--- config.mk ---
export PLATFORM = sky130hd
export DESIGN_NAME = sid_prep
export DESIGN_NICKNAME = d
export VERILOG_FILES = /design/src/rtl/sid_pkg.sv /design/src/rtl/sid_prep.sv
export SDC_FILE = /design/constraint.sdc
export NUM_CORES = 1
export LEC_CHECK = 0
export ABC_AREA = 1
export BUFFER_PORTS_ARGS = -buffer_cell sky130_fd_sc_hd__buf_2
export CORE_AREA = 4 4 126 128
export DETAILED_ROUTE_END_ITERATION = 8
export DIE_AREA = 0 0 130 132
export PLACE_DENSITY = 0.48
export SLEW_MARGIN = 20
export SYNTH_ARGS = -nofsm -noshare
export SYNTH_HDL_FRONTEND = slang
export SYNTH_SLANG_ARGS = --single-unit
--- constraint.sdc ---
create_clock -name i_clk -period 1.22 [get_ports i_clk]
set_input_delay 0.061 -clock i_clk [delete_from_list [all_inputs] [get_ports i_clk]]
set_output_delay 0.061 -clock i_clk [all_outputs]
set_load 0.01 [all_outputs]
--- src/rtl/sid_pkg.sv ---
// ----------------------------------------------------------------------------
// sid_pkg: shared types for the signed integer divider
// Status codes and the per-request control word that rides along the array.
// ----------------------------------------------------------------------------
package sid_pkg;

    typedef enum logic [1:0] {
        ST_OK   = 2'd0,
        ST_DIV0 = 2'd1,
        ST_OVF  = 2'd2
    } t_sid_status;

    // Control that travels with each request through every stage.
    typedef struct packed {
        logic        valid;
        logic        neg_q;
        logic        neg_r;
        t_sid_status status;
    } t_sid_ctl;

endpackage

--- src/rtl/sid_prep.sv ---
// ----------------------------------------------------------------------------
// sid_prep: operand conditioning
// Takes magnitudes of both operands, records result signs, flags the
// divide-by-zero and overflow cases.
// ----------------------------------------------------------------------------
module sid_prep import sid_pkg::*; #(
    parameter int DATA_WIDTH = 32
) (
    input  logic                  i_clk,
    input  logic                  i_rst_n,
    input  logic                  i_valid,
    input  logic [DATA_WIDTH-1:0] i_dividend,
    input  logic [DATA_WIDTH-1:0] i_divisor,
    output t_sid_ctl              o_ctl,
    output logic [DATA_WIDTH-1:0] o_mag_a,
    output logic [DATA_WIDTH-1:0] o_mag_b
);

    localparam logic [DATA_WIDTH-1:0] MinVal = {1'b1, {(DATA_WIDTH-1){1'b0}}};

    logic                  na;
    logic                  nb;
    t_sid_ctl              n_ctl;
    t_sid_ctl              r_ctl;
    logic [DATA_WIDTH-1:0] r_mag_a;
    logic [DATA_WIDTH-1:0] r_mag_b;

    assign na = i_dividend[DATA_WIDTH-1];
    assign nb = i_divisor[DATA_WIDTH-1];

    always_comb begin
        n_ctl.valid  = i_valid;
        n_ctl.neg_q  = na ^ nb;
        n_ctl.neg_r  = na;
        n_ctl.status = ST_OK;
        if (i_divisor == '0) begin
            n_ctl.status = ST_DIV0;
        end else if (i_dividend == MinVal && i_divisor == '1) begin
            n_ctl.status = ST_OVF;
        end
    end

    always_ff @(posedge i_clk) begin
        if (!i_rst_n) begin
            r_ctl <= '0;
        end else begin
            r_ctl <= n_ctl;
        end
    end

    // most negative value maps onto itself, which reads right as unsigned
    always_ff @(posedge i_clk) begin
        r_mag_a <= na ? (-i_dividend) : i_dividend;
        r_mag_b <= nb ? (-i_divisor) : i_divisor;
    end

    assign o_ctl   = r_ctl;
    assign o_mag_a = r_mag_a;
    assign o_mag_b = r_mag_b;

endmodule

==> flow_summary.json, run 1 <==
{
  "numCtsBuffers": 9,
  "dp_hpwl_um": 9810,
  "maxSlewViolCount": 0,
  "path_clk_slew_ns": 0.06,
  "report.final.hold_viol_count": 1,
  "layout-drive-gt1-share_pct": 29.0,
  "grt-ovfl-total": 0,
  "hold_path_end": "o_mag_a[18]",
  "netlist_area_mm2": 0.00364,
  "whs_path_depth": 3,
  "cp.buffers_inverters": 3,
  "root_buffer": "clkbuf_16",
  "avgSynthCellArea_um2": 6.67,
  "drt-pass1-iter-count": 5,
  "min_period_over_period_pct": 99.5,
  "p_total_mw": 6.32,
  "p_leak_nw": 2.59,
  "dp_cells": 875,
  "cts_buffer_depth": 2,
  "synth_most_common_cell": "nand2_1",
  "syn_inst": 546,
  "cts_tree": "built",
  "ys_seq_area_share_pct": 38.0,
  "violations": "hold timing",
  "final_nets": 804,
  "irDropWorstVdd_mv": 0.539,
  "die_area_mm2": 0.0172,
  "setup_viol": 0,
  "pre_cts_ws_ns": -0.0722,
  "yosys_most_used_dff": "dfxtp_1",
  "synth_commonest_cells": "nand2_1, nor2_1, dfxtp_1, inv_1, nand3_1",
  "hp-class": "in2reg",
  "vias": 3961,
  "final_cells": 925,
  "grt_util_all_layers_pct": 14.1,
  "fin_setup_tns_ns": 0,
  "chipWidth_um": 130,
  "regArea_mm2": 0.00138,
  "fin_util_pct": 35.8,
  "synth_enable_flop_cells": 0,
  "multi_input_area_mm2": 0.00208,
  "syn2layout_area_growth_pct": 46.0,
  "yosysTopAreaCell": "dfxtp_1",
  "cap_violations": 0,
  "yosys_warnings": 0,
  "drcViolationCount": 0,
  "cts_sinks": 69,
  "powerDensity_mw_per_mm2": 1190,
  "end_kind": "flop",
  "port_buffers": 135,
  "path_common_cell": "nor2_1",
  "cp_slowest_cell": "dlygate4sd3_1",
  "async_flop_share_pct": 0,
  "grt_pass1_vias": 3876,
  "fin_crit_ns": 1.21,
  "dieHeight_um": 132,
  "worstMarginPinSlew_ns": 0.315,
  "grt_pass1_wl_um": 18900,
  "synth.area.top_cells": "dfxtp_1, nand2_1, nor2_1, nand3_1, inv_1",
  "gp_congestion": 0.867,
  "grt_antenna_before_repair": 0,
  "ant_nets": 0,
  "n_fill_cell": 1650,
  "timing.fmax_ghz": 0.824,
  "rows": 45,
  "initial_core_util_pct": 24.5,
  "grt_max_degree": 30,
  "hold_start": "i_dividend[18]",
  "critPathMaxStageDelay_ns": 0.58,
  "worstPathCellList": "buf_2 -> dlygate4sd3_1 -> inv_2 -> nor3_1 -> nand2_1 -> nor2_1 -> nand3_1 -> nor2_1",
  "critical_path_depth": 8,
  "ios": 136,
  "postSynthNetCount": 618,
  "critical_path_class": "in2reg",
  "fin_area_mm2": 0.00532,
  "startpoint_type": "input port",
  "fin_ws_ns": 0.00638,
  "core-area_mm2": 0.0149,
  "arrival_ns": 1.48,
  "whs_ns": -0.00347,
  "critPathTopFamily": "buffers and inverters",
  "wire_per_inst_um": 13.2,
  "synth-seq-cells": 69,
  "worstPathMaxFanout": 3,
  "status": "complete, but fails checks",
  "routed_via_density": 4.28,
  "h-tree-depth": 3,
  "postPlaceCellArea_mm2": 0.00462,
  "rsz0062_at_grt": "true",
  "routed_wl_um": 12200,
  "synth_top_area_share_pct": 38.0,
  "synth_cell_types": 25,
  "antenna_cells_inserted": 0,
  "max-slew-margin-rel_pct": 78.9,
  "first_iter_violations": 180,
  "worstPathRequired_ns": 1.49
}
-- logic make-up (layout without fill, tap and decap cells) --
kind of cell	Yosys count	after routing	synth area share, %
xor+xnor	28	28	6.74
fa+ha+maj	5	5	1.72
simple gates	364	364	43.5
compound gates	21	21	3.51
flops	69	69	38.0
buf+inv	59	250	6.60
-- metal layers --
layer,track usage [%],vias to the layer above,routed length (um)
met3,4.13,18,917
met4,5.37,0,269
met2,23.1,123,5650
li1,-,2056,-
met1,17.4,1764,5340
met5,0,-,0
-- repair_timing --
item,CTS,global route
endpoints found under the hold margin,36,0
setup endpoints to repair,0,12
setup buffers,0,0
resized for setup,0,17
hold buffers,35,0
-- worst max-delay path by stage --
stage,start,end
after global routing,i_divisor[24],o_mag_b[28]
after global placement,i_divisor[13],o_mag_b[20]
after floorplan,i_dividend[0],o_mag_a[28]
after detailed placement,i_dividend[0],o_mag_a[24]
final,i_divisor[9],o_ctl[1]
after CTS,i_dividend[18],o_mag_a[30]
-- cell usage in the layout, fill, tap and decap left out, types with 3 or more instances in the layout --
cell type and n:
nand2_1 190, buf_2 135, nor2_1 76, dfxtp_1 69, inv_1 47, nand3_1 41
dlygate4sd3_1 34, nor2_2 17, xor2_1 15, nor2_4 13, xnor2_1 13, buf_4 13
o21ai_0 11, nor3_1 10, clkbuf_16 9, nand2_2 7, nand3b_1 5, ha_1 5
inv_2 4, a21oi_1 4, clkbuf_8 4, o21ai_2 3
-- state kept, by name, summed over array words and instances (netlist names) --
register  count
o_ctl         5
o_mag_b      32
o_mag_a      32
-- power breakdown --
part	internal (mW)	switching, mW
clock	1.59	1.00
sequential	2.46	0.0505
combinational	0.513	0.704
-- cell type report --
class / count / area share, %
clock inverter: 3 / 0.330
sequential: 69 / 26.0
inverter: 51 / 3.60
multi-input combinational: 418 / 39.1
timing repair buffer: 183 / 21.3
tap: 188 / 4.43
clock buffer: 13 / 5.27
No activity file was read; power rests on OpenSTA's default activity.
==> run 2, diff against run 1 <==
--- a/config.mk
+++ b/config.mk
@@ -10,6 +10,7 @@
 export CORE_AREA = 4 4 126 128
 export DETAILED_ROUTE_END_ITERATION = 8
 export DIE_AREA = 0 0 130 132
+export HOLD_SLACK_MARGIN = 0.05
 export PLACE_DENSITY = 0.48
 export SLEW_MARGIN = 20
 export SYNTH_ARGS = -nofsm -noshare
==> run 2 against run 1 <==
Against the previous run:
- highest routed layer unchanged
- critical path depth is 2 higher
- the run still ends with hold timing left
- clock-buffer cell count unchanged
- hold slack better by 0.0011 ns
- via count increased by 3.1%
- first-iteration DRC count is 18% lower
- global-route usage is 0.36 points higher
- power grew 1.2%
- sequential power hardly changed
- sequential share of layout area down 1.3 points
- largest power group unchanged
- core utilization grew 1.8 points
- combinational power up 6%
==> flow_summary.json, run 2 (synthesis gave the netlist of run 1 again) <==
{
  "status": "complete, but fails checks",
  "violations": "hold timing",
  "grt_pass1_wl_um": 19500,
  "cp_slowest_cell": "dlygate4sd3_1",
  "min_period_over_period_pct": 96.1,
  "p_int_mw": 4.62,
  "cts_tree": "built",
  "worstPathCellList": "dlygate4sd3_1 -> buf_2 -> nor2_2 -> nand2_2 -> nor2_1 -> nand2_1 -> nand2_1 -> nand2_1 -> nand2_1 -> nand2_1",
  "grt-ovfl-total": 0,
  "port_buffers": 135,
  "setup_viol": 0,
  "critPathMaxStageDelay_ns": 0.53,
  "antenna_cells_inserted": 0,
  "max-slew-margin-rel_pct": 79.0,
  "seqPwrFrac_pct": 39.2,
  "layout_common_cells": "nand2_1, buf_2, nor2_1",
  "chipWidth_um": 130,
  "grt_antenna_before_repair": 0,
  "cp.buffers_inverters": 2,
  "worstPathMaxFanout": 4,
  "n_fill_cell": 1624,
  "end_kind": "flop",
  "vias": 4085,
  "wire_per_inst_um": 13.2,
  "dieHeight_um": 132,
  "cts_sinks": 69,
  "powerDensity_mw_per_mm2": 1140,
  "ios": 136,
  "root_buffer": "clkbuf_16",
  "worstSetupStartpoint": "i_dividend[24]",
  "rsz0062_at_grt": "true",
  "p_leak_nw": 2.69,
  "hp-class": "in2reg",
  "first_iter_violations": 147,
  "whs_ns": -0.00241,
  "drt-pass1-iter-count": 6,
  "path_common_cell": "nand2_1",
  "final_nets": 829,
  "grt_max_degree": 30,
  "maxSlewViolCount": 0,
  "final_common_cell": "nand2_1",
  "critical_path_class": "in2reg",
  "gp_congestion": 0.867,
  "pre_cts_ws_ns": -0.0722,
  "fin_crit_ns": 1.17,
  "arrival_ns": 1.40,
  "critPathTopFamily": "buffers and inverters",
  "hold_start": "i_dividend[18]",
  "grt_pass1_vias": 4047,
  "dp_hpwl_um": 9810,
  "cts_buffer_depth": 2,
  "worstPathRequired_ns": 1.45,
  "routed_wl_um": 12500,
  "die_area_mm2": 0.0172,
  "worstMarginPinSlew_ns": 0.314,
  "sw_frac_of_total_pct": 27.8,
  "routed_via_density": 4.30,
  "h-tree-depth": 3,
  "cap_violations": 0,
  "layout-drive-gt1-share_pct": 28.7,
  "comb_power_share_pct": 20.2,
  "p_switching_mw": 1.77,
  "initial_core_util_pct": 24.5,
  "fin_ws_ns": 0.0472,
  "ant_nets": 0,
  "grt_util_all_layers_pct": 14.5,
  "post-cts-setup-buffers": 0,
  "path_clk_slew_ns": 0.06,
  "startpoint_type": "input port",
  "timing.fmax_ghz": 0.853,
  "report.final.hold_viol_count": 1,
  "syn2layout_area_growth_pct": 53.5,
  "drcViolationCount": 0,
  "rows": 45,
  "core-area_mm2": 0.0149,
  "power_frac_clock_pct": 40.6,
  "numCtsBuffers": 9,
  "irDropWorstVdd_mv": 0.538
}
==> run 2: cell types whose count changed in the layout (fill, tap and decap cells not counted) <==
cell	delta
nor3_1	-1
dlygate4sd3_1	+25
nor2_2	+3
buf_2	-1
nor2_1	-4
buf_4	+1
nor3_2	+1
nor2_4	+1
==> run 2: area by class of cell <==
| class | count | area (um2) | share of cell area [%] |
|---|---|---|---|
| Multi-Input combinational cell | 418 | 2100 | 37.5 |
| Timing Repair Buffer | 208 | 1390 | 24.8 |
| Sequential cell | 69 | 1380 | 24.7 |
| Clock buffer | 13 | 280 | 5.02 |
| Tap cell | 188 | 235 | 4.21 |
| Inverter | 51 | 191 | 3.43 |
| Clock inverter | 3 | 17.5 | 0.313 |
==> run 2: stage by stage <==
| stage | TNS (ns) | instance area, um2 | instances | power, mW | utilization (%) |
|---|---|---|---|---|---|
| global route | -0.0516 | 5590 | 950 | 6.72 | 37.6 |
| detailed placement | -0.405 | 4620 | 875 | 3.69 | 31.1 |
| floorplan | 0 | 3640 | 546 | 3.14 | - |
| global placement | -0.239 | 4620 | 875 | 3.69 | 31.1 |
| CTS | 0 | 5490 | 948 | 6.48 | 36.9 |
| finish | 0 | 5590 | 950 | 6.39 | 37.6 |
==> run 2: final timing paths <==
path / cells past startpoint / slack, ns / to
setup / recovery: 10 / 0.05 / o_mag_a[30]
hold / removal: 3 / -0.002 / o_mag_a[18]
==> run 2: what timing repair did <==
item                                   4_1_cts  5_1_grt
setup endpoints to repair                    0       12
endpoints found under the hold margin       62        3
gates resized for setup                      0       25
hold buffers                                57        3
==> run 2: power by group through the flow <==
stage | Sequential, mW | Combinational [mW] | Clock (mW)
6_report | 2.51 | 1.29 | 2.60
3_3_place_gp | 2.56 | 1.13 | 0
4_1_cts | 2.51 | 1.27 | 2.69
2_1_floorplan | 2.66 | 0.474 | 0
3_5_place_dp | 2.56 | 1.13 | 0
5_1_grt | 2.53 | 1.43 | 2.76
==> run 2: worst min-delay path: stages <==
cell	delay, ns
buf_2	0.11
nand3_1	0.08
nand2_1	0.06
==> run 2: per-layer routing <==
layer / wire (um) / track usage, % / vias to the layer above / part of all wire (%)
li1: - / - / 2110 / -
met1: 5530 / 17.7 / 1820 / 44
met2: 5810 / 24.0 / 135 / 46
met3: 900 / 4.13 / 20 / 7.2
met4: 297 / 5.43 / 0 / 2.4
met5: 0 / 0 / - / 0
