$ cat config.mk
export PLATFORM = sky130hd
export DESIGN_NAME = sid_fix
export DESIGN_NICKNAME = d
export VERILOG_FILES = /design/src/rtl/sid_pkg.sv /design/src/rtl/sid_fix.sv
export SDC_FILE = /design/constraint.sdc
export NUM_CORES = 1
export LEC_CHECK = 0
export BUFFER_PORTS_ARGS = -buffer_cell sky130_fd_sc_hd__clkbuf_2
export CAP_MARGIN = 20
export CORE_UTILIZATION = 40
export DETAILED_ROUTE_END_ITERATION = 6
export PLACE_DENSITY = 0.67
export SLEW_MARGIN = 20
export SYNTH_ARGS = -nofsm -noshare
export SYNTH_HDL_FRONTEND = slang
export SYNTH_SLANG_ARGS = --single-unit
export TNS_END_PERCENT = 10
$ cat constraint.sdc
create_clock -name i_clk -period 3.1 [get_ports i_clk]
set_input_delay 0.62 -clock i_clk [delete_from_list [all_inputs] [get_ports i_clk]]
set_output_delay 0.62 -clock i_clk [all_outputs]
set_load 0.02 [all_outputs]
$ cat src/rtl/sid_pkg.sv
// ----------------------------------------------------------------------------
// sid_pkg: shared types for the signed integer divider
// Status codes and the per-request control word that rides along the array.
// ----------------------------------------------------------------------------
package sid_pkg;

    typedef enum logic [1:0] {
        ST_OK   = 2'd0,
        ST_DIV0 = 2'd1,
        ST_OVF  = 2'd2
    } t_sid_status;

    // Control that travels with each request through every stage.
    typedef struct packed {
        logic        valid;
        logic        neg_q;
        logic        neg_r;
        t_sid_status status;
    } t_sid_ctl;

endpackage

$ cat src/rtl/sid_fix.sv
// ----------------------------------------------------------------------------
// sid_fix: sign restore and special cases
// Applies result signs and forces the divide-by-zero / overflow answers.
// ----------------------------------------------------------------------------
module sid_fix import sid_pkg::*; #(
    parameter int DATA_WIDTH = 32
) (
    input  logic                  i_clk,
    input  logic                  i_rst_n,
    input  t_sid_ctl              i_ctl,
    input  logic [DATA_WIDTH-1:0] i_rem,
    input  logic [DATA_WIDTH-1:0] i_quo,
    output logic                  o_done,
    output logic [DATA_WIDTH-1:0] o_quotient,
    output logic [DATA_WIDTH-1:0] o_remainder,
    output logic [1:0]            o_status
);

    localparam logic [DATA_WIDTH-1:0] MinVal = {1'b1, {(DATA_WIDTH-1){1'b0}}};

    logic [DATA_WIDTH-1:0] n_quo;
    logic [DATA_WIDTH-1:0] n_rem;
    logic                  r_done;
    logic [DATA_WIDTH-1:0] r_quo;
    logic [DATA_WIDTH-1:0] r_rem;
    t_sid_status           r_status;

    always_comb begin
        n_quo = i_ctl.neg_q ? (-i_quo) : i_quo;
        n_rem = i_ctl.neg_r ? (-i_rem) : i_rem;
        case (i_ctl.status)
            ST_DIV0: begin
                n_quo = '0;
                n_rem = '0;
            end
            ST_OVF: begin
                n_quo = MinVal;
                n_rem = '0;
            end
            default: ;
        endcase
    end

    always_ff @(posedge i_clk) begin
        if (!i_rst_n) begin
            r_done <= 1'b0;
        end else begin
            r_done <= i_ctl.valid;
        end
    end

    always_ff @(posedge i_clk) begin
        r_quo    <= n_quo;
        r_rem    <= n_rem;
        r_status <= i_ctl.status;
    end

    assign o_done      = r_done;
    assign o_quotient  = r_quo;
    assign o_remainder = r_rem;
    assign o_status    = r_status;

endmodule

==> results of run 1 <==
[registers in the layout (all words and copies together), names as in the netlist]
signal	count
o_remainder	32
o_quotient	32
o_status	2
o_done	1
[worst max-delay path, stage by stage]
cell      delay, ns
clkbuf_2       0.10
inv_1          0.06
ha_1           0.16
or3b_1         0.48
or4_4          0.62
o41ai_4        0.31
mux2i_1        0.22
[worst min path at each step]
stage	slack [ns]	start	end	depth (start not counted)
5_1_grt	0.38	i_ctl[0]	o_status[0]	1
3_3_place_gp	0.74	i_ctl[0]	o_status[0]	1
3_5_place_dp	0.74	i_ctl[0]	o_status[0]	1
6_report	0.40	i_ctl[0]	o_status[0]	1
4_1_cts	0.38	i_ctl[0]	o_status[0]	1
2_1_floorplan	0.65	i_ctl[0]	o_status[0]	0
[synth_stat cells (all sizes together), types with 11 or more instances]
library cell / number / area share
nand2: 39 / 0.040
xnor2: 24 / 0.058
and2: 26 / 0.045
a31oi: 13 / 0.022
nor3: 14 / 0.019
mux2i: 28 / 0.078
nor2: 20 / 0.021
dfxtp: 67 / 0.37
clkbuf: 24 / 0.025
nand2b: 23 / 0.040
a21oi: 12 / 0.017
o41ai: 11 / 0.032
nor4: 11 / 0.028
[metrics by stage]
stage	total power (uW)	cell area (sq um)	setup slack, ns
finish	2140	4540	0.781
global route	2260	4540	0.676
CTS	2180	4540	0.796
detailed placement	1540	4380	0.422
global placement	1530	4380	0.509
floorplan	1340	3620	0.662
[power groups by stage]
| stage | logic [uW] | clock network (uW) | registers (uW) |
|---|---|---|---|
| CTS | 551 | 650 | 975 |
| finish | 546 | 623 | 974 |
| global route | 598 | 685 | 981 |
| floorplan | 227 | 0 | 1110 |
| detailed placement | 549 | 0 | 994 |
| global placement | 538 | 0 | 994 |
[kinds of logic after synthesis]
kind of cell,share of synthesized area
buf+inv,0.0412
simple gates,0.296
xor+xnor,0.0606
flops,0.371
compound gates,0.141
fa+ha+maj,0.0104
mux,0.0806
[area by class of cell]
class	instances	area, sq um	area share
sequential	67	1340	0.295
multi-input combinational	313	2130	0.469
clock inverter	3	15.0	0.00331
tap	108	135	0.0298
timing repair buffer	144	738	0.163
clock buffer	12	145	0.0320
inverter	10	37.5	0.00827
[metal layers]
| metal | GRT usage | part of all wire | vias to the layer above |
|---|---|---|---|
| met2 | 0.308 | 0.46 | 109 |
| met5 | 0 | 0 | - |
| met4 | 0.0769 | 0.018 | 0 |
| met3 | 0.0511 | 0.064 | 14 |
| met1 | 0.256 | 0.46 | 1606 |
| li1 | - | - | 1749 |
==> flow_summary_export.csv, run 1 <==
group,metric,value,unit
place,dp.cells,642,
logic_synthesis,syn_area_per_cell,8.67,sq um
logic_synthesis,async_flop_share,0,
place,numPortBuffers,137,
sta,layout_min_cycle_time,2.32,ns
critical_path,critPathLaunch,"i_rem[0]",
route,routedWlPerCell,13.9,um
clocking,ctsHoldBuffers,0,
critical_path,worstSetupPathType,"in2reg",
logic_synthesis,synth-seq-cells,67,
floorplanning,die_area,9420,sq um
clocking,tritoncts,"yes",
grt,grt_max_degree,37,
clocking,cts.sinks,67,
clocking,cts_made_buffers,9,
layout,area_growth,25.6,%
layout,final_common_cell,"clkbuf_2",
logic_synthesis,synthCells,417,
logic_synthesis,synthFlopType,"dfxtp_1",
sta,finalHoldViolCount,0,
sta,fin_tns_setup,0,ns
power,p_clk_frac,0.291,
power,power.net_switching,675,uW
critical_path,crit_required,3.36,ns
grt,grt_pass1_vias,3193,
critical_path,critPathCaptureType,"register",
power,peakVddDrop,0.207,mV
clocking,postCtsSetupBuffers,0,
logic_synthesis,seq_area_frac_synth,0.371,
power,p_sw_frac,0.315,
logic_synthesis,syn_nets,491,
sta,hold_ws,0.399,ns
clocking,cts_buffer_depth,2,
critical_path,crit_end,"o_remainder[20]",
place,gp_congestion,0.857,
layout,antenna_cells,0,
layout,nets,619,
critical_path,start_kind,"primary input",
layout,layout_common_cells,"clkbuf_2 (137), dfxtp_1 (67), nand2_1 (39), mux2i_1 (28), and2_1 (26)",
logic_synthesis,synth_area,3620,sq um
sta,relSlewSlack,0.501,
grt,antenna_found_initial,0,
power,p_seq_frac,0.455,
sta,finalSetupViolations,0,
sta,finalCritPeriodShare,0.748,
logic_synthesis,yosysWarnings,0,
route,dr.pass1.iters,4,
route,drtAntennaViolNets,0,
route,via_per_inst,5.29,
power,p_leak,0.00206,uW
grt,grt_remaining_overflow,0,
grt,grt_pass1_wl,14900,um
floorplanning,die_w,97.1,um
layout,drive_above_1_share,0.315,
worst_hold_path,worstHoldPathType,"in2reg",
floorplanning,die_h,97.1,um
layout,utilization,0.521,
sta,max_freq,0.431,GHz
power,intPower,1470,uW
route,drc,0,
clocking,clkTransAtPathRegs,0.06,ns
place,dpl.hpwl,6830,um
clocking,cts-resized-gates,0,
sta,worstMarginPinSlew,0.743,ns
power,power-per-cell-area,472,nW/um^2
floorplanning,ios,138,
grt,grt.total_usage,0.196,
run_status,outcome,"finished, final reports clean",
floorplanning,core-area,8720,sq um
clocking,clockRootBuffer,"clkbuf_8",
critical_path,worstPathMaxFanout,8,
sta,slew_viol_final,0,
floorplanning,rows,34,
sta,rsz0062_at_grt,"false",
logic_synthesis,synth_edf_count,0,
job,cap_violations,0,
clocking,htree_levels,3,
route,vias,3478,
power,combPwrFrac,0.255,
floorplanning,start_util,0.415,
logic_synthesis,synth_cell_types,48,
layout,num-fill-cells,862,
layout,stdcell_count,657,
critical_path,critPathArrivalTime,2.58,ns
route,drt_iter0_drc,74,
route,wl,9160,um
No activity file was read; power rests on OpenSTA's default activity.
==> inputs of run 2 (changes only) <==
ABC_AREA = 1   (was unset)
clock period = 2.3 ns   (was 3.1 ns; I/O delays follow)
==> flow_summary_export.csv, run 2 <==
group,metric,value,unit
place,numPortBuffers,137,
clocking,cts.sinks,67,
layout,final_common_cell,"clkbuf_2",
layout,nets,767,
sta,finalSetupViolations,0,
job,cap_violations,0,
sta,slew_viol_final,0,
clocking,clockRootBuffer,"clkbuf_8",
route,via_per_inst,4.91,
clocking,ctsHoldBuffers,0,
worst_hold_path,hold_start,"i_ctl[0]",
sta,worstMarginPinSlew,0.566,ns
logic_synthesis,synth_edf_count,0,
logic_synthesis,ys_top_cells_by_area,"dfxtp_1 (37%), nand2_1 (12%), nor2_1 (12%)",
place,gp_congestion,0.920,
clocking,cts_buffer_depth,2,
power,p_seq_frac,0.444,
logic_synthesis,syn_area_per_cell,6.45,sq um
route,drt_iter0_drc,147,
grt,grt_pass1_vias,3695,
logic_synthesis,synth_cell_types,28,
grt,antenna_found_initial,0,
floorplanning,die_area,9340,sq um
clocking,htree_levels,3,
place,dpl.hpwl,7600,um
power,p_clk_frac,0.312,
logic_synthesis,netlist.area_leader.share,0.374,
worst_hold_path,whs_path_depth,1,
layout,num-fill-cells,896,
logic_synthesis,async_flop_share,0,
layout,finalInstanceArea,4530,sq um
grt,grt_max_degree,56,
clocking,postCtsSetupBuffers,0,
floorplanning,core-area,8680,sq um
route,dr.pass1.iters,7,
logic_synthesis,yosysWarnings,0,
sta,finalHoldViolCount,0,
logic_synthesis,synth_common_cells,"nand2_1 (118), nor2_1 (118), dfxtp_1 (67), inv_1 (52), a21oi_1 (43)",
logic_synthesis,seq_area_frac_synth,0.374,
power,power.net_switching,957,uW
critical_path,max_stage_delay,0.44,ns
power,p_leak,0.00233,uW
clocking,clkTransAtPathRegs,0.07,ns
logic_synthesis,synth_area,3580,sq um
layout,layout_common_cells,"clkbuf_2 (137), nor2_1 (118), nand2_1 (118), dfxtp_1 (67), inv_1 (52)",
route,drc,0,
critical_path,critPathArrivalTime,1.68,ns
grt,grt.total_usage,0.214,
power,intPower,1980,uW
worst_hold_path,worstHoldPathType,"in2reg",
floorplanning,rows,34,
clocking,tritoncts,"yes",
critical_path,crit_required,2.54,ns
sta,relSlewSlack,0.623,
critical_path,worstPathMaxFanout,26,
logic_synthesis,syn_nets,630,
sta,max_freq,0.695,GHz
worst_hold_path,worstHoldEndpoint,"o_status[0]",
power,peakVddDrop,0.341,mV
critical_path,start_kind,"primary input",
run_status,outcome,"finished, final reports clean",
critical_path,worstSetupPathType,"in2reg",
route,routedWlPerCell,12.2,um
logic_synthesis,synthCells,556,
logic_synthesis,synth_largest_area_cell,"dfxtp_1",
critical_path,critPathCaptureType,"register",
power,power-per-cell-area,649,nW/um^2
route,wl,9830,um
route,vias,3955,
sta,fin_tns_setup,0,ns
power,combPwrFrac,0.244,
layout,antenna_cells,0,
critical_path,cpMostUsedCell,"nor2_1",
critical_path,crit_family,"buffers and inverters",
sta,finalCritPeriodShare,0.626,
critical_path,crit_chain,"clkbuf_2 -> inv_2 -> nor2_1 -> nand3b_1 -> nor2_1 -> nor2_1 -> nor2_1",
layout,drive_above_1_share,0.275,
layout,area_growth,26.3,%
place,place_area,4350,sq um
floorplanning,start_util,0.413,
logic_synthesis,synthFlopType,"dfxtp_1",
route,drtAntennaViolNets,0,
floorplanning,die_h,96.7,um
grt,grt_pass1_wl,16300,um
sta,rsz0062_at_grt,"false",
floorplanning,ios,138,
logic_synthesis,synth-seq-cells,67,
critical_path,crit_path_top_delay_cell,"clkbuf_2",
clocking,cts-resized-gates,0,
power,p_sw_frac,0.325,
floorplanning,die_w,96.7,um
sta,layout_min_cycle_time,1.44,ns
grt,grt_remaining_overflow,0,
clocking,cts_made_buffers,9,
critical_path,cp_num_buf_inv,2,
[run 2: cell count changes after synthesis, sizes merged, moves of 24 or more]
cell,previous run,this run
a21oi,12,43
nand2,39,127
xnor2,24,0
and2,26,1
inv,10,57
nand3,6,41
nor2,20,132
o21ai,10,48
mux2i,28,0
[run 2: power by group through the flow]
| stage | Clock, uW | Sequential, uW | Combinational, uW |
|---|---|---|---|
| 5_1_grt | 1000 | 1320 | 791 |
| 2_1_floorplan | 0 | 1480 | 304 |
| 4_1_cts | 942 | 1310 | 720 |
| 3_3_place_gp | 0 | 1330 | 710 |
| 3_5_place_dp | 0 | 1330 | 716 |
| 6_report | 917 | 1310 | 718 |
[run 2: final cells by class]
type / count / area [sq um] / area share
sequential: 67 / 1340 / 0.296
inverter: 58 / 218 / 0.0481
tap: 108 / 135 / 0.0298
multi-input combinational: 418 / 1940 / 0.429
clock inverter: 2 / 10.0 / 0.00221
clock buffer: 13 / 169 / 0.0373
timing repair buffer: 139 / 713 / 0.158
[run 2: cell families (layout without fill, tap and decap cells)]
kind of cell             count (synthesis)  in the layout  synth area share
flip-flops                              67             67             0.374
adder cells (fa/ha/maj)                  3              3            0.0105
buffers and inverters                   71            212            0.0841
AO/OA/AOI/OAI                           96             96             0.142
AND/OR/NAND/NOR                        319            319             0.390
[run 2: worst max path at each step]
stage                           end      from  cells past startpoint  slack [ns]
finish              o_remainder[25]  i_ctl[2]                      7        0.86
floorplan            o_quotient[18]  i_quo[0]                      9        0.85
detailed placement  o_remainder[25]  i_ctl[2]                      7        0.53
global route        o_remainder[25]  i_ctl[2]                      7        0.72
CTS                 o_remainder[25]  i_ctl[2]                      7        0.90
global placement    o_remainder[25]  i_ctl[2]                      7        0.56
[run 2: stage by stage]
stage          std cells   util  setup slack (ns)  power, uW  hold WS, ns
2_1_floorplan        556      -             0.854       1780        0.488
3_3_place_gp         790  0.501             0.565       2040        0.581
3_5_place_dp         790  0.501             0.526       2050        0.580
4_1_cts              805  0.522             0.901       2970        0.219
5_1_grt              805  0.522             0.722       3110        0.214
6_report             805  0.522             0.860       2940        0.239
[run 2: per-layer routing]
layer  part of all wire  up-vias  global-route usage
met2               0.47      179               0.362
met5                  0        -                   0
li1                   -     2058                   -
met3              0.073       16              0.0564
met4              0.015        0              0.0758
met1               0.44     1702               0.262
==> inputs of run 3 (changes only) <==
clock period = 1.5 ns   (was 2.3 ns; I/O delays follow)
==> flow_summary_export.csv, run 3 (synthesis results as in run 2) <==
group,metric,value,unit
power,peakVddDrop,0.457,mV
floorplanning,die_h,96.7,um
power,total_power,4780,uW
layout,multi_input_area,1940,sq um
floorplanning,rows,34,
sta,slew_viol_final,0,
layout,drive_above_1_share,0.285,
layout,nets,776,
clocking,htree_levels,3,
run_status,outcome,"finished, final reports clean",
layout,num-fill-cells,867,
floorplanning,start_util,0.413,
clocking,tritoncts,"yes",
route,drc,0,
worst_hold_path,worstHoldPathType,"in2reg",
place,gp_congestion,0.913,
power,p_leak,0.00240,uW
sta,worstMarginPinSlew,0.373,ns
sta,final_critical_path_setup_slack,0.327,ns
critical_path,crit_required,1.20,ns
sta,rsz0062_at_grt,"false",
sta,relSlewSlack,0.751,
place,dpl.hpwl,7970,um
layout,area_growth,29.5,%
layout,layout_common_cells,"clkbuf_2 (137), nor2_1 (118), nand2_1 (118), dfxtp_1 (67), inv_1 (52)",
grt,grt_remaining_overflow,0,
critical_path,crit_family,"flip-flops",
sta,finalCritPeriodShare,0.782,
critical_path,start_kind,"register",
place,numPortBuffers,137,
floorplanning,ios,138,
floorplanning,core-area,8680,sq um
layout,utilization,0.535,
critical_path,crit_chain,"clkbuf_2",
sta,max_freq,0.852,GHz
grt,grt_util_met1,0.267,
floorplanning,die_area,9340,sq um
grt,use_met3,0.0542,
grt,grt_max_degree,37,
route,dr.pass1.iters,7,
grt,grt.total_usage,0.216,
grt,antenna_found_initial,0,
clocking,ctsHoldBuffers,0,
critical_path,max_stage_delay,0.35,ns
worst_hold_path,hold_start,"i_ctl[0]",
clocking,cts-resized-gates,0,
power,power-per-cell-area,1030,nW/um^2
clocking,cts_made_buffers,9,
sta,layout_min_cycle_time,1.17,ns
grt,grt_pass1_wl,16400,um
route,vias,4058,
sta,hold_ws,0.0704,ns
route,via_per_inst,4.99,
critical_path,cp_num_buf_inv,1,
layout,stdcell_count,814,
critical_path,crit_path_top_delay_cell,"dfxtp_1",
clocking,postCtsSetupBuffers,0,
layout,antenna_cells,0,
critical_path,critPathArrivalTime,0.87,ns
sta,finalSetupViolations,0,
floorplanning,die_w,96.7,um
route,routedWlPerCell,12.6,um
layout,final_common_cell,"clkbuf_2",
layout,seqCellArea,1340,sq um
grt,grt_busiest_layer,"met2",
clocking,clockRootBuffer,"clkbuf_8",
clocking,cts.sinks,67,
critical_path,worstSetupPathType,"reg2out",
clocking,clkTransAtPathRegs,0.07,ns
critical_path,worstPathMaxFanout,1,
place,dp.cells,799,
grt,grt_pass1_vias,3680,
job,cap_violations,0,
sta,finalHoldViolCount,0,
route,drt_iter0_drc,169,
critical_path,critPathLaunch,"o_remainder[18]",
route,drtAntennaViolNets,0,
grt,met2_usage,0.366,
place,dp_slack,-0.0168,ns
critical_path,critPathCaptureType,"primary output",
route,wl,10200,um
clocking,cts_buffer_depth,2,
run 3: worst paths after layout:
path | end | cells past startpoint
min | o_status[0] | 1
max | o_remainder[18] | 1
run 3: final cells by class:
type                            count  area share
Clock inverter                      1     0.00647
Multi-Input combinational cell    418       0.418
Sequential cell                    67       0.289
Timing Repair Buffer              148       0.171
Tap cell                          108      0.0291
Clock buffer                       14      0.0394
Inverter                           58      0.0469
run 3: power by group:
group / switching, uW / leakage [uW] / internal, uW / total [uW]
clock: 700 / 0.000109 / 943 / 1640
sequential: 49.9 / 0.000560 / 1950 / 2000
combinational: 748 / 0.00173 / 383 / 1130
total: 1500 / 0.00240 / 3280 / 4780
run 3: routing by layer:
metal	routed length [um]	vias to the layer above
met3	835	20
met2	4810	186
met5	0	-
met4	177	0
met1	4420	1780
li1	-	2072
run 3: stage by stage:
step / setup TNS, ns / area, sq um
6_report: 0 / 4640
5_1_grt: 0 / 4640
2_1_floorplan: 0 / 3580
4_1_cts: 0 / 4640
3_3_place_gp: 0 / 4430
3_5_place_dp: -0.0168 / 4430
