**src/rtl/sid_pkg.sv**
```systemverilog
// ----------------------------------------------------------------------------
// sid_pkg: shared types for the signed integer divider
// Status codes and the per-request control word that rides along the array.
// ----------------------------------------------------------------------------
package sid_pkg;

    typedef enum logic [1:0] {
        ST_OK   = 2'd0,
        ST_DIV0 = 2'd1,
        ST_OVF  = 2'd2
    } t_sid_status;

    // Control that travels with each request through every stage.
    typedef struct packed {
        logic        valid;
        logic        neg_q;
        logic        neg_r;
        t_sid_status status;
    } t_sid_ctl;

endpackage

```
**src/rtl/sid_cell.sv**
```systemverilog
// ----------------------------------------------------------------------------
// sid_cell: one restoring division step
// Shifts one dividend bit into the partial remainder, trial-subtracts the
// divisor and shifts the quotient bit in; hands everything to the next cell.
// ----------------------------------------------------------------------------
module sid_cell import sid_pkg::*; #(
    parameter int DATA_WIDTH = 32
) (
    input  logic                  i_clk,
    input  logic                  i_rst_n,
    input  t_sid_ctl              i_ctl,
    input  logic [DATA_WIDTH-1:0] i_rem,
    input  logic [DATA_WIDTH-1:0] i_quo,
    input  logic [DATA_WIDTH-1:0] i_dvs,
    output t_sid_ctl              o_ctl,
    output logic [DATA_WIDTH-1:0] o_rem,
    output logic [DATA_WIDTH-1:0] o_quo,
    output logic [DATA_WIDTH-1:0] o_dvs
);

    logic [DATA_WIDTH:0]   trial;
    logic [DATA_WIDTH:0]   diff;
    logic                  ge;
    logic [DATA_WIDTH-1:0] n_rem;
    logic [DATA_WIDTH-1:0] n_quo;
    t_sid_ctl              r_ctl;
    logic [DATA_WIDTH-1:0] r_rem;
    logic [DATA_WIDTH-1:0] r_quo;
    logic [DATA_WIDTH-1:0] r_dvs;

    // partial remainder stays below the divisor, so trial fits without overflow
    assign trial = {i_rem, i_quo[DATA_WIDTH-1]};
    assign diff  = trial - {1'b0, i_dvs};
    assign ge    = ~diff[DATA_WIDTH];
    assign n_rem = ge ? diff[DATA_WIDTH-1:0] : trial[DATA_WIDTH-1:0];
    assign n_quo = {i_quo[DATA_WIDTH-2:0], ge};

    always_ff @(posedge i_clk) begin
        if (!i_rst_n) begin
            r_ctl <= '0;
        end else begin
            r_ctl <= i_ctl;
        end
    end

    always_ff @(posedge i_clk) begin
        r_rem <= n_rem;
        r_quo <= n_quo;
        r_dvs <= i_dvs;
    end

    assign o_ctl = r_ctl;
    assign o_rem = r_rem;
    assign o_quo = r_quo;
    assign o_dvs = r_dvs;

endmodule

```
**config.mk**
```make
export PLATFORM = sky130hd
export DESIGN_NAME = sid_cell
export DESIGN_NICKNAME = d
export VERILOG_FILES = /design/src/rtl/sid_pkg.sv /design/src/rtl/sid_cell.sv
export SDC_FILE = /design/constraint.sdc
export NUM_CORES = 1
export LEC_CHECK = 0
export ABC_AREA = 1
export BUFFER_PORTS_ARGS = -buffer_cell sky130_fd_sc_hd__buf_4
export CAP_MARGIN = 25
export CORE_MARGIN = 3
export CORE_UTILIZATION = 30
export DETAILED_ROUTE_END_ITERATION = 8
export PLACE_DENSITY_LB_ADDON = 0.1
export SLEW_MARGIN = 25
export SYNTH_ARGS = -nofsm -noshare
export SYNTH_HDL_FRONTEND = slang
export SYNTH_SLANG_ARGS = --single-unit
```
**constraint.sdc**
```tcl
create_clock -name i_clk -period 2.7 [get_ports i_clk]
set_input_delay 0.54 -clock i_clk [delete_from_list [all_inputs] [get_ports i_clk]]
set_output_delay 0.54 -clock i_clk [all_outputs]
set_load 0.05 [all_outputs]
```
==> results.sh, run 1 <==
export IMPL_fin_setup_tns_ps=0
export IMPL_detail_route_iter0_violations=213
export IMPL_clkSinkCount=101
export IMPL_diodes=0
export IMPL_fin_worst_setup_slack_ps=548
export IMPL_synth_top_area_share_pct=38.8
export IMPL_power_density_mw_per_mm2=637
export IMPL_grt_pass1_vias=4825
export IMPL_crit_path_start_kind="input pin"
export IMPL_synthesis_area_mm2=0.00521
export IMPL_seq_area_frac_synth_pct=38.8
export IMPL_n_fill_cell=1851
export IMPL_finalCritPeriodShare_pct=79.7
export IMPL_antenna_left=0
export IMPL_required_ps=2940
export IMPL_grt_pass1_wl_mm=24.5
export IMPL_postSynthAreaPerCell_um2=6.59
export IMPL_final_layout_size_suffix_gt1_share_pct=23.8
export IMPL_most_frequently_used_flop_master_after_synthesis="sky130_fd_sc_hd__dfxtp_1"
export IMPL_nNetsFinal=1141
export IMPL_clk_path_buf_depth=2
export IMPL_setup_repair_after_global_routing_missed_its_margin="no"
export IMPL_wl_per_cell_um=13.1
export IMPL_fp_dieArea_mm2=0.0190
export IMPL_route_vias_total=5136
export IMPL_synth_edf_count=0
export IMPL_drc_errors=0
export IMPL_vdd_ir_drop_max_uv=289
export IMPL_report_final_hold_viol_count=0
export IMPL_run_status="complete, no violations"
export IMPL_hpwlAfterDp_mm=13.5
export IMPL_setup_worst_path_class="in -> reg"
export IMPL_worstHoldStart="i_quo[29]"
export IMPL_cts_tree="built"
export IMPL_synthArstFlopShare_pct=0
export IMPL_grt_ovfl_total=0
export IMPL_vias_per_cell=4.18
export IMPL_die_height_um=138
export IMPL_yosysWarnings=0
export IMPL_firstDrtPassIters=4
export IMPL_min_delay_path_depth=1
export IMPL_finalMaxSlewViolations=0
export IMPL_netlist_cell_type_count=24
export IMPL_most_common_cell_in_the_netlist="sky130_fd_sc_hd__nand2_1"
export IMPL_synth_seq_cells=101
export IMPL_critical_path_max_fanout=15
export IMPL_row_count=47
export IMPL_hold_class="in -> reg"
export IMPL_synthToLayoutAreaGrowth_pct=41.2
export IMPL_starting_utilization_of_the_core_area_pct=31.0
export IMPL_postCtsResizedCells=0
export IMPL_critPathArrivalTime_ps=2400
export IMPL_setup_viol=0
export IMPL_leakage_nw=4.37
export IMPL_synth_area_leader_cell="sky130_fd_sc_hd__dfxtp_1"
export IMPL_die_x_um=138
export IMPL_path_clk_slew_ps=80
export IMPL_fmax_ghz=0.465
export IMPL_global_route_usage_total_pct=16.7
export IMPL_synth_nets=927
export IMPL_grt_max_degree=20
export IMPL_port_buffers=203
export IMPL_finalWeightedCongestion=0.918
export IMPL_hold_path_endpoint="o_quo[30]"
export IMPL_num_io_pins=204
export IMPL_cts_hold_buffers_added=0
export IMPL_number_of_antenna_violations_at_the_first_check_in_global_routing=0
export IMPL_ctsRootBufferMaster="sky130_fd_sc_hd__clkbuf_16"
export IMPL_deepest_level_of_the_cts_h_tree=3
export IMPL_tightestPinTransition_ps=395
export IMPL_routed_wirelength_mm=16.1
export IMPL_maxCapViolCount=0
export IMPL_synth_cells=791
export IMPL_pre_cts_ws_ps=175
export IMPL_tritoncts_num_buffers=9
export IMPL_synth_cells_most_frequent="338 x sky130_fd_sc_hd__nand2_1, 160 x sky130_fd_sc_hd__inv_1, 101 x sky130_fd_sc_hd__dfxtp_1"
export IMPL_final_min_clock_period_ps=2150
export IMPL_synth_top_area_cells="sky130_fd_sc_hd__dfxtp_1 39%, sky130_fd_sc_hd__nand2_1 24%, sky130_fd_sc_hd__inv_1 12%"
export IMPL_slew_headroom_pct=73.5
export IMPL_core_region_area_mm2=0.0168
export IMPL_cts_post_setup_buffers_inserted=0
export IMPL_end_kind="flop"
## flip-flops by register name, indices dropped and copies added, names as in the netlist
register,flops
o_quo,32
o_ctl,5
o_dvs,32
o_rem,32
## worst max-delay path, cell delays in order
cell and delay, ps:
sky130_fd_sc_hd__buf_4 80, sky130_fd_sc_hd__inv_1 30, sky130_fd_sc_hd__ha_1 210, sky130_fd_sc_hd__fa_1 410, sky130_fd_sc_hd__inv_1 110, sky130_fd_sc_hd__nand2_1 60
sky130_fd_sc_hd__nand2_1 70, sky130_fd_sc_hd__nand3_1 80, sky130_fd_sc_hd__nand2_2 80, sky130_fd_sc_hd__nand2_1 60, sky130_fd_sc_hd__nand2_2 80, sky130_fd_sc_hd__nand2_2 70
sky130_fd_sc_hd__nand3_1 110, sky130_fd_sc_hd__nand2_4 110, sky130_fd_sc_hd__buf_12 170, sky130_fd_sc_hd__nand2_1 60, sky130_fd_sc_hd__nand2_1 50
## cell families (layout without fill, tap and decap cells)
kind of cell / count (synthesis) / in the layout / synth area share, %
simple gates: 441 / 441 / 34.2
buf+inv: 168 / 387 / 12.8
flops: 101 / 101 / 38.8
fa+ha+maj: 33 / 33 / 8.07
compound gates: 33 / 33 / 3.65
xor+xnor: 15 / 15 / 2.52
## layout make-up
cell class                      instances  area [um2]  area share (%)
Multi-Input combinational cell        522        2520            34.3
Timing Repair Buffer                  209        1620            22.0
Sequential cell                       101        2020            27.5
Clock inverter                          6        67.6           0.919
Clock buffer                           10         239            3.25
Tap cell                              220         275            3.74
Inverter                              162         608            8.27
## where the power goes
group	internal (mW)	switching [mW]	total, mW
clock	0.680	0.657	1.34
sequential	1.64	0.0406	1.68
combinational	0.549	1.12	1.67
total	2.87	1.81	4.68
## per-stage QoR
stage	power [mW]	cell area, um2	instances	utilization, %	hold WS (ps)
detailed placement	3.39	7050	1214	41.9	646
CTS	4.76	7350	1230	43.7	270
global placement	3.39	7050	1214	41.9	644
floorplan	2.82	5210	791	-	568
finish	4.68	7350	1230	43.7	281
global route	4.96	7350	1230	43.7	266
## worst max path at each step
stage,start,cells past startpoint,end
4_1_cts,i_quo[31],17,o_rem[18]
3_3_place_gp,i_dvs[24],13,o_rem[27]
2_1_floorplan,i_quo[31],16,o_rem[19]
3_5_place_dp,i_quo[31],17,o_rem[28]
5_1_grt,i_quo[31],18,o_rem[19]
6_report,i_quo[31],17,o_rem[18]
## cells in the final DEF, fill, tap and decap left out, types with 6 or more instances in the layout
cell,netlist,routed
sky130_fd_sc_hd__nor3_1,6,6
sky130_fd_sc_hd__nand2_2,8,8
sky130_fd_sc_hd__clkbuf_16,0,9
sky130_fd_sc_hd__ha_1,32,32
sky130_fd_sc_hd__nand4_1,8,8
sky130_fd_sc_hd__dfxtp_1,101,101
sky130_fd_sc_hd__nor2_1,39,39
sky130_fd_sc_hd__inv_1,160,160
sky130_fd_sc_hd__o21bai_1,7,7
sky130_fd_sc_hd__nand3_1,31,31
sky130_fd_sc_hd__xor2_1,14,14
sky130_fd_sc_hd__nand2_1,338,338
sky130_fd_sc_hd__a21oi_1,24,24
sky130_fd_sc_hd__buf_4,3,205
## layer usage
layer  part of all wire, %  global-route usage, %
met1                    47                   22.2
met2                    43                   26.6
met3                   8.6                   4.60
met4                   1.4                   4.45
met5                     0                      0
No activity file was read; power rests on OpenSTA's default activity.
==> run 2, diff against run 1 <==
- clock period: 2.7 -> 2.2 ns (I/O delays scaled with it)
==> run 2 against run 1 <==
Wire length increased by 1.2%. Sequential power is 23% higher. Power rose by 25%. Flip-flop and latch count stayed put. Die area unchanged. Core utilization grew 3.4 points. Critical endpoint is now o_rem[6]. Largest power group is now combinational logic.
==> results.sh, run 2 (synthesized netlist as in run 1, its figures left out) <==
export IMPL_pre_cts_ws_ps=-126
export IMPL_antenna_left=0
export IMPL_tightestPinTransition_ps=376
export IMPL_diodes=0
export IMPL_ctsRootBufferMaster="sky130_fd_sc_hd__clkbuf_16"
export IMPL_grt_ovfl_total=0
export IMPL_total_power_mw=5.85
export IMPL_vias_per_cell=4.15
export IMPL_critical_path_max_fanout=17
export IMPL_cts_hold_buffers_added=0
export IMPL_power_switching_mw=2.22
export IMPL_wl_per_cell_um=12.5
export IMPL_grt_max_degree=19
export IMPL_clkSinkCount=101
export IMPL_core_region_area_mm2=0.0168
export IMPL_routed_wirelength_mm=16.4
export IMPL_fin_hold_ws_ps=182
export IMPL_seqPwrFrac_pct=35.2
export IMPL_die_x_um=138
export IMPL_run_status="complete, no violations"
export IMPL_hpwlAfterDp_mm=13.9
export IMPL_drc_errors=0
export IMPL_number_of_antenna_violations_at_the_first_check_in_global_routing=0
export IMPL_min_delay_path_depth=1
export IMPL_route_vias_total=5432
export IMPL_slew_headroom_pct=74.7
export IMPL_vdd_ir_drop_max_uv=463
export IMPL_final_min_clock_period_ps=1940
export IMPL_placedInstanceArea_mm2=0.00764
export IMPL_num_io_pins=204
export IMPL_power_internal_mw=3.63
export IMPL_finalWeightedCongestion=0.914
export IMPL_die_height_um=138
export IMPL_port_buffers=203
export IMPL_sw_frac_of_total_pct=37.9
export IMPL_path_clk_slew_ps=70
export IMPL_fmax_ghz=0.515
export IMPL_grt_pass1_vias=5348
export IMPL_row_count=47
export IMPL_end_kind="flop"
export IMPL_clk_path_buf_depth=2
export IMPL_postCtsResizedCells=0
export IMPL_setup_worst_path_class="in -> reg"
export IMPL_hold_class="in -> reg"
export IMPL_finalCritPeriodShare_pct=88.2
export IMPL_setup_viol=0
export IMPL_synthToLayoutAreaGrowth_pct=52.1
export IMPL_setup_repair_after_global_routing_missed_its_margin="no"
export IMPL_fp_dieArea_mm2=0.0190
export IMPL_cts_tree="built"
export IMPL_clock_power_share_pct=26.5
export IMPL_grt_pass1_wl_mm=25.4
export IMPL_deepest_level_of_the_cts_h_tree=3
export IMPL_firstDrtPassIters=4
export IMPL_layout_commonest_cell="sky130_fd_sc_hd__nand2_1"
export IMPL_report_final_hold_viol_count=0
export IMPL_finalInstanceArea_mm2=0.00792
export IMPL_finalMaxSlewViolations=0
export IMPL_cts_post_setup_buffers_inserted=0
export IMPL_tritoncts_num_buffers=9
export IMPL_detail_route_iter0_violations=174
export IMPL_global_route_usage_total_pct=17.1
export IMPL_power_density_mw_per_mm2=738
export IMPL_final_layout_size_suffix_gt1_share_pct=29.2
export IMPL_required_ps=2450
export IMPL_p_comb_share_pct=38.3
export IMPL_mostFrequentLayoutCells="338 x sky130_fd_sc_hd__nand2_1, 284 x sky130_fd_sc_hd__buf_4, 160 x sky130_fd_sc_hd__inv_1"
export IMPL_leakage_nw=4.74
export IMPL_nNetsFinal=1220
export IMPL_starting_utilization_of_the_core_area_pct=31.0
export IMPL_fin_worst_setup_slack_ps=260
export IMPL_critPathArrivalTime_ps=2190
export IMPL_maxCapViolCount=0
export IMPL_crit_path_start_kind="input pin"
## run 2: cell types whose count changed in the layout (fill, tap and decap cells not counted), sizes merged
cell    change
clkinv      +1
buf        +79
clkbuf      -1
inv         -1
## run 2: metal layers
metal  global-route usage [%]  vias up  share of wire, %
met4                     6.42        0               1.5
met1                     21.6     2309                46
met3                     3.83       15               8.6
met2                     28.3      172                44
li1                         -     2936                 -
met5                        0        -                 0
## run 2: path summary, 6_finish.rpt
path  startpoint        end  slack (ps)
max    i_quo[31]   o_rem[6]         260
min    i_quo[15]  o_quo[16]         180
## run 2: final cells by class
class	count	area, um2
Fill cell	1846	8890
Multi-Input combinational cell	522	2520
Timing Repair Buffer	288	2210
Sequential cell	101	2020
Inverter	162	608
Tap cell	220	275
Clock buffer	9	225
Clock inverter	6	57.6
## run 2: through the flow
stage | cells | TNS [ps] | utilization, %
finish | 1308 | 0 | 47.1
global placement | 1293 | -2130 | 45.4
detailed placement | 1293 | -3480 | 45.4
floorplan | 791 | 0 | -
global route | 1308 | 0 | 47.1
CTS | 1308 | 0 | 47.1
## run 2: power by group through the flow
stage	Sequential [mW]	Clock, mW	Combinational [mW]
final	2.06	1.55	2.24
after global placement	2.10	0	2.25
after CTS	2.06	1.61	2.26
after detailed placement	2.10	0	2.26
after floorplan	2.75	0	0.703
after global routing	2.08	1.68	2.44
## run 2: critical path: stages
cell and delay [ps]:
sky130_fd_sc_hd__buf_4 80, sky130_fd_sc_hd__inv_1 30, sky130_fd_sc_hd__ha_1 210, sky130_fd_sc_hd__fa_1 380
sky130_fd_sc_hd__inv_1 100, sky130_fd_sc_hd__nand2_1 50, sky130_fd_sc_hd__nand2_1 70, sky130_fd_sc_hd__nand3_1 80
sky130_fd_sc_hd__nand2_2 80, sky130_fd_sc_hd__nand2_1 60, sky130_fd_sc_hd__nand2_2 70, sky130_fd_sc_hd__nand2_2 60
sky130_fd_sc_hd__nand3_1 120, sky130_fd_sc_hd__nand2_4 80, sky130_fd_sc_hd__buf_12 150, sky130_fd_sc_hd__nand2_1 60
sky130_fd_sc_hd__nand2_1 50
==> run 3, diff against run 2 <==
- ABC_AREA: 1 -> unset
- SETUP_SLACK_MARGIN: unset -> 0.1
==> run 3 against run 2 <==
The run now ends with negative setup slack left. Core utilization is 7.4 points higher. Non-clock buffer count grew 51. Fmax fell by 24%. Cell count decreased by 24%. Critical endpoint is now o_rem[20]. Largest power group unchanged.
==> results.sh, run 3 <==
export IMPL_run_status="finished with violations"
export IMPL_failed_checks="negative setup slack"
export IMPL_clk_path_buf_depth=2
export IMPL_drc_errors=0
export IMPL_synthesis_area_mm2=0.00451
export IMPL_global_route_usage_total_pct=16.9
export IMPL_vdd_ir_drop_max_uv=390
export IMPL_starting_utilization_of_the_core_area_pct=30.9
export IMPL_placedInstanceArea_mm2=0.00719
export IMPL_layout_cells_non_filler=990
export IMPL_grt_ovfl_total=0
export IMPL_fin_worst_setup_slack_ps=-350
export IMPL_synth_mux_area_share_pct=6.00
export IMPL_routed_wirelength_mm=14.7
export IMPL_synth_edf_count=0
export IMPL_place_detailed_instances=959
export IMPL_setup_worst_path_class="in -> reg"
export IMPL_hpwlAfterDp_mm=11.8
export IMPL_critical_path_slowest_cell="sky130_fd_sc_hd__a221o_1"
export IMPL_maxCapViolCount=0
export IMPL_die_x_um=129
export IMPL_critical_path_max_stage_delay_ps=370
export IMPL_clkSinkCount=101
export IMPL_hold_class="in -> reg"
export IMPL_row_count=44
export IMPL_simple_gate_share_of_the_synthesized_area_pct=12.2
export IMPL_deepest_level_of_the_cts_h_tree=3
export IMPL_dominant_combinational_cell_family_by_area_after_synthesis="compound AO/OA/AOI/OAI gates"
export IMPL_pre_cts_ws_ps=-819
export IMPL_synth_seq_cells=101
export IMPL_synth_cells_most_frequent="101 x sky130_fd_sc_hd__dfxtp_1, 44 x sky130_fd_sc_hd__nand2_1, 41 x sky130_fd_sc_hd__inv_1"
export IMPL_grt_max_degree=19
export IMPL_critPathArrivalTime_ps=2790
export IMPL_synth_cells=466
export IMPL_vias_per_cell=4.54
export IMPL_postSynthAreaPerCell_um2=9.67
export IMPL_core_region_area_mm2=0.0146
export IMPL_num_io_pins=204
export IMPL_detail_route_iter0_violations=104
export IMPL_yosys_area_share_adder_pct=9.33
export IMPL_synth_area_leader_cell="sky130_fd_sc_hd__dfxtp_1"
export IMPL_cp_common_cell="sky130_fd_sc_hd__buf_12"
export IMPL_synth_nets=602
export IMPL_leakage_nw=4.00
export IMPL_end_kind="flop"
export IMPL_synth_top_area_share_pct=44.9
export IMPL_slew_headroom_pct=68.6
export IMPL_worstHoldStart="i_quo[0]"
export IMPL_final_min_clock_period_ps=2550
export IMPL_port_buffers=203
export IMPL_wl_per_cell_um=14.9
export IMPL_path_clk_slew_ps=80
export IMPL_diodes=0
export IMPL_report_final_hold_viol_count=0
export IMPL_die_height_um=129
export IMPL_required_ps=2440
export IMPL_layout_commonest_cell="sky130_fd_sc_hd__buf_4"
export IMPL_synthToLayoutAreaGrowth_pct=76.5
export IMPL_most_common_cell_in_the_netlist="sky130_fd_sc_hd__dfxtp_1"
export IMPL_cts_tree="built"
export IMPL_mostFrequentLayoutCells="325 x sky130_fd_sc_hd__buf_4, 101 x sky130_fd_sc_hd__dfxtp_1, 37 x sky130_fd_sc_hd__inv_1"
export IMPL_most_frequently_used_flop_master_after_synthesis="sky130_fd_sc_hd__dfxtp_1"
export IMPL_fp_dieArea_mm2=0.0165
export IMPL_ctsRootBufferMaster="sky130_fd_sc_hd__clkbuf_16"
export IMPL_finalMaxSlewViolations=0
export IMPL_crit_chain="buf_12 -> inv_12 -> ha_4 -> a21oi_4 -> o211ai_1 -> a221o_1 -> a211o_1 -> o21a_1 -> o211ai_4 -> inv_4 -> buf_6 -> buf_12 -> mux2_4"
export IMPL_yosysWarnings=0
export IMPL_power_density_mw_per_mm2=795
export IMPL_grt_pass1_wl_mm=22.2
export IMPL_n_fill_cell=1352
export IMPL_antenna_left=0
export IMPL_route_vias_total=4491
export IMPL_fmax_ghz=0.392
export IMPL_tightestPinTransition_ps=472
export IMPL_worst_setup_path_startpoint="i_dvs[16]"
export IMPL_synthArstFlopShare_pct=0
export IMPL_synth_xor_xnor_area_share_pct=4.66
export IMPL_synth_top_area_cells="sky130_fd_sc_hd__dfxtp_1 45%, sky130_fd_sc_hd__ha_1 8.9%, sky130_fd_sc_hd__mux2_4 6.0%"
export IMPL_nNetsFinal=937
export IMPL_crit_path_start_kind="input pin"
export IMPL_finalWeightedCongestion=0.824
export IMPL_finalInstanceArea_mm2=0.00796
export IMPL_tritoncts_num_buffers=9
export IMPL_seq_area_frac_synth_pct=44.9
export IMPL_netlist_cell_type_count=49
export IMPL_setup_viol=32
export IMPL_number_of_antenna_violations_at_the_first_check_in_global_routing=0
export IMPL_synth_compound_area_share_pct=17.7
export IMPL_firstDrtPassIters=4
export IMPL_grt_pass1_vias=4391
export IMPL_critical_path_max_fanout=5
export IMPL_final_layout_size_suffix_gt1_share_pct=52.6
export IMPL_finalCritPeriodShare_pct=116
export IMPL_setup_repair_after_global_routing_missed_its_margin="yes"
==> run 3: cell types whose count changed in the layout (fill, tap and decap cells not counted), moves of 6 or more <==
cell / previous run / this run
sky130_fd_sc_hd__o21ai_0: 0 / 16
sky130_fd_sc_hd__o211ai_1: 0 / 8
sky130_fd_sc_hd__ha_1: 32 / 25
sky130_fd_sc_hd__a21o_1: 0 / 15
sky130_fd_sc_hd__ha_4: 0 / 6
sky130_fd_sc_hd__inv_1: 160 / 37
sky130_fd_sc_hd__xnor2_1: 1 / 14
sky130_fd_sc_hd__nand3_1: 31 / 9
sky130_fd_sc_hd__buf_4: 284 / 325
sky130_fd_sc_hd__o21a_1: 0 / 6
sky130_fd_sc_hd__mux2_4: 0 / 18
sky130_fd_sc_hd__nand2_1: 338 / 30
sky130_fd_sc_hd__nor2_1: 39 / 16
==> run 3: worst paths after layout <==
check                       end  slack (ps)  cells past startpoint
worst max-delay path  o_rem[20]        -350                     13
worst min-delay path   o_quo[1]         190                      1
==> run 3: repair_timing <==
action,CTS,global route
pin swaps,10,22
cloned,1,0
setup endpoints to repair,33,33
hold buffers,0,0
gates resized for setup,26,55
hold endpoints to repair,0,0
setup buffers,8,8
==> run 3: cell type report <==
cell class              instances  area [um2]  area share (%)
clock buffers                  10         239            3.00
well taps                     184         230            2.89
flip-flops and latches        101        2020            25.4
clock inverters                 6        76.3           0.959
multi-input cells             308        2550            32.1
repair buffers                339        2660            33.4
inverters                      42         175            2.20
==> run 3: worst max-delay path, delay by kind of cell <==
kind,cells,cell delay [ps]
AOI/OAI and AO/OA,6,1360
buffers and inverters,5,450
muxes,1,290
adders and majority gates,1,260
==> run 3: metal layers <==
layer	wire, um	track usage [%]
met3	1120	3.57
met2	6950	28.3
met1	6480	21.8
met5	0	0
met4	184	5.37
==> run 3: through the flow <==
step	total power, mW	utilization [%]	hold slack (ps)	setup TNS [ps]
after floorplan	3.54	-	468	-13940
after global placement	4.46	49.3	545	-22820
after detailed placement	4.46	49.3	546	-25060
after CTS	6.28	52.8	174	-7830
after global routing	6.63	54.5	172	-10840
final	6.32	54.5	189	-8680
==> run 3: report_power, final <==
group | switching, mW | internal [mW]
clock network | 0.752 | 0.934
registers | 0.0668 | 2.03
logic | 1.44 | 1.10
==> run 3: cells by family after synthesis <==
kind of cell	count (synthesis)
and+or+nand+nor	113
buffers and inverters	57
muxes	18
xor gates and xnor gates	24
adders and majority gates	33
DFF	101
AOI/OAI and AO/OA	120
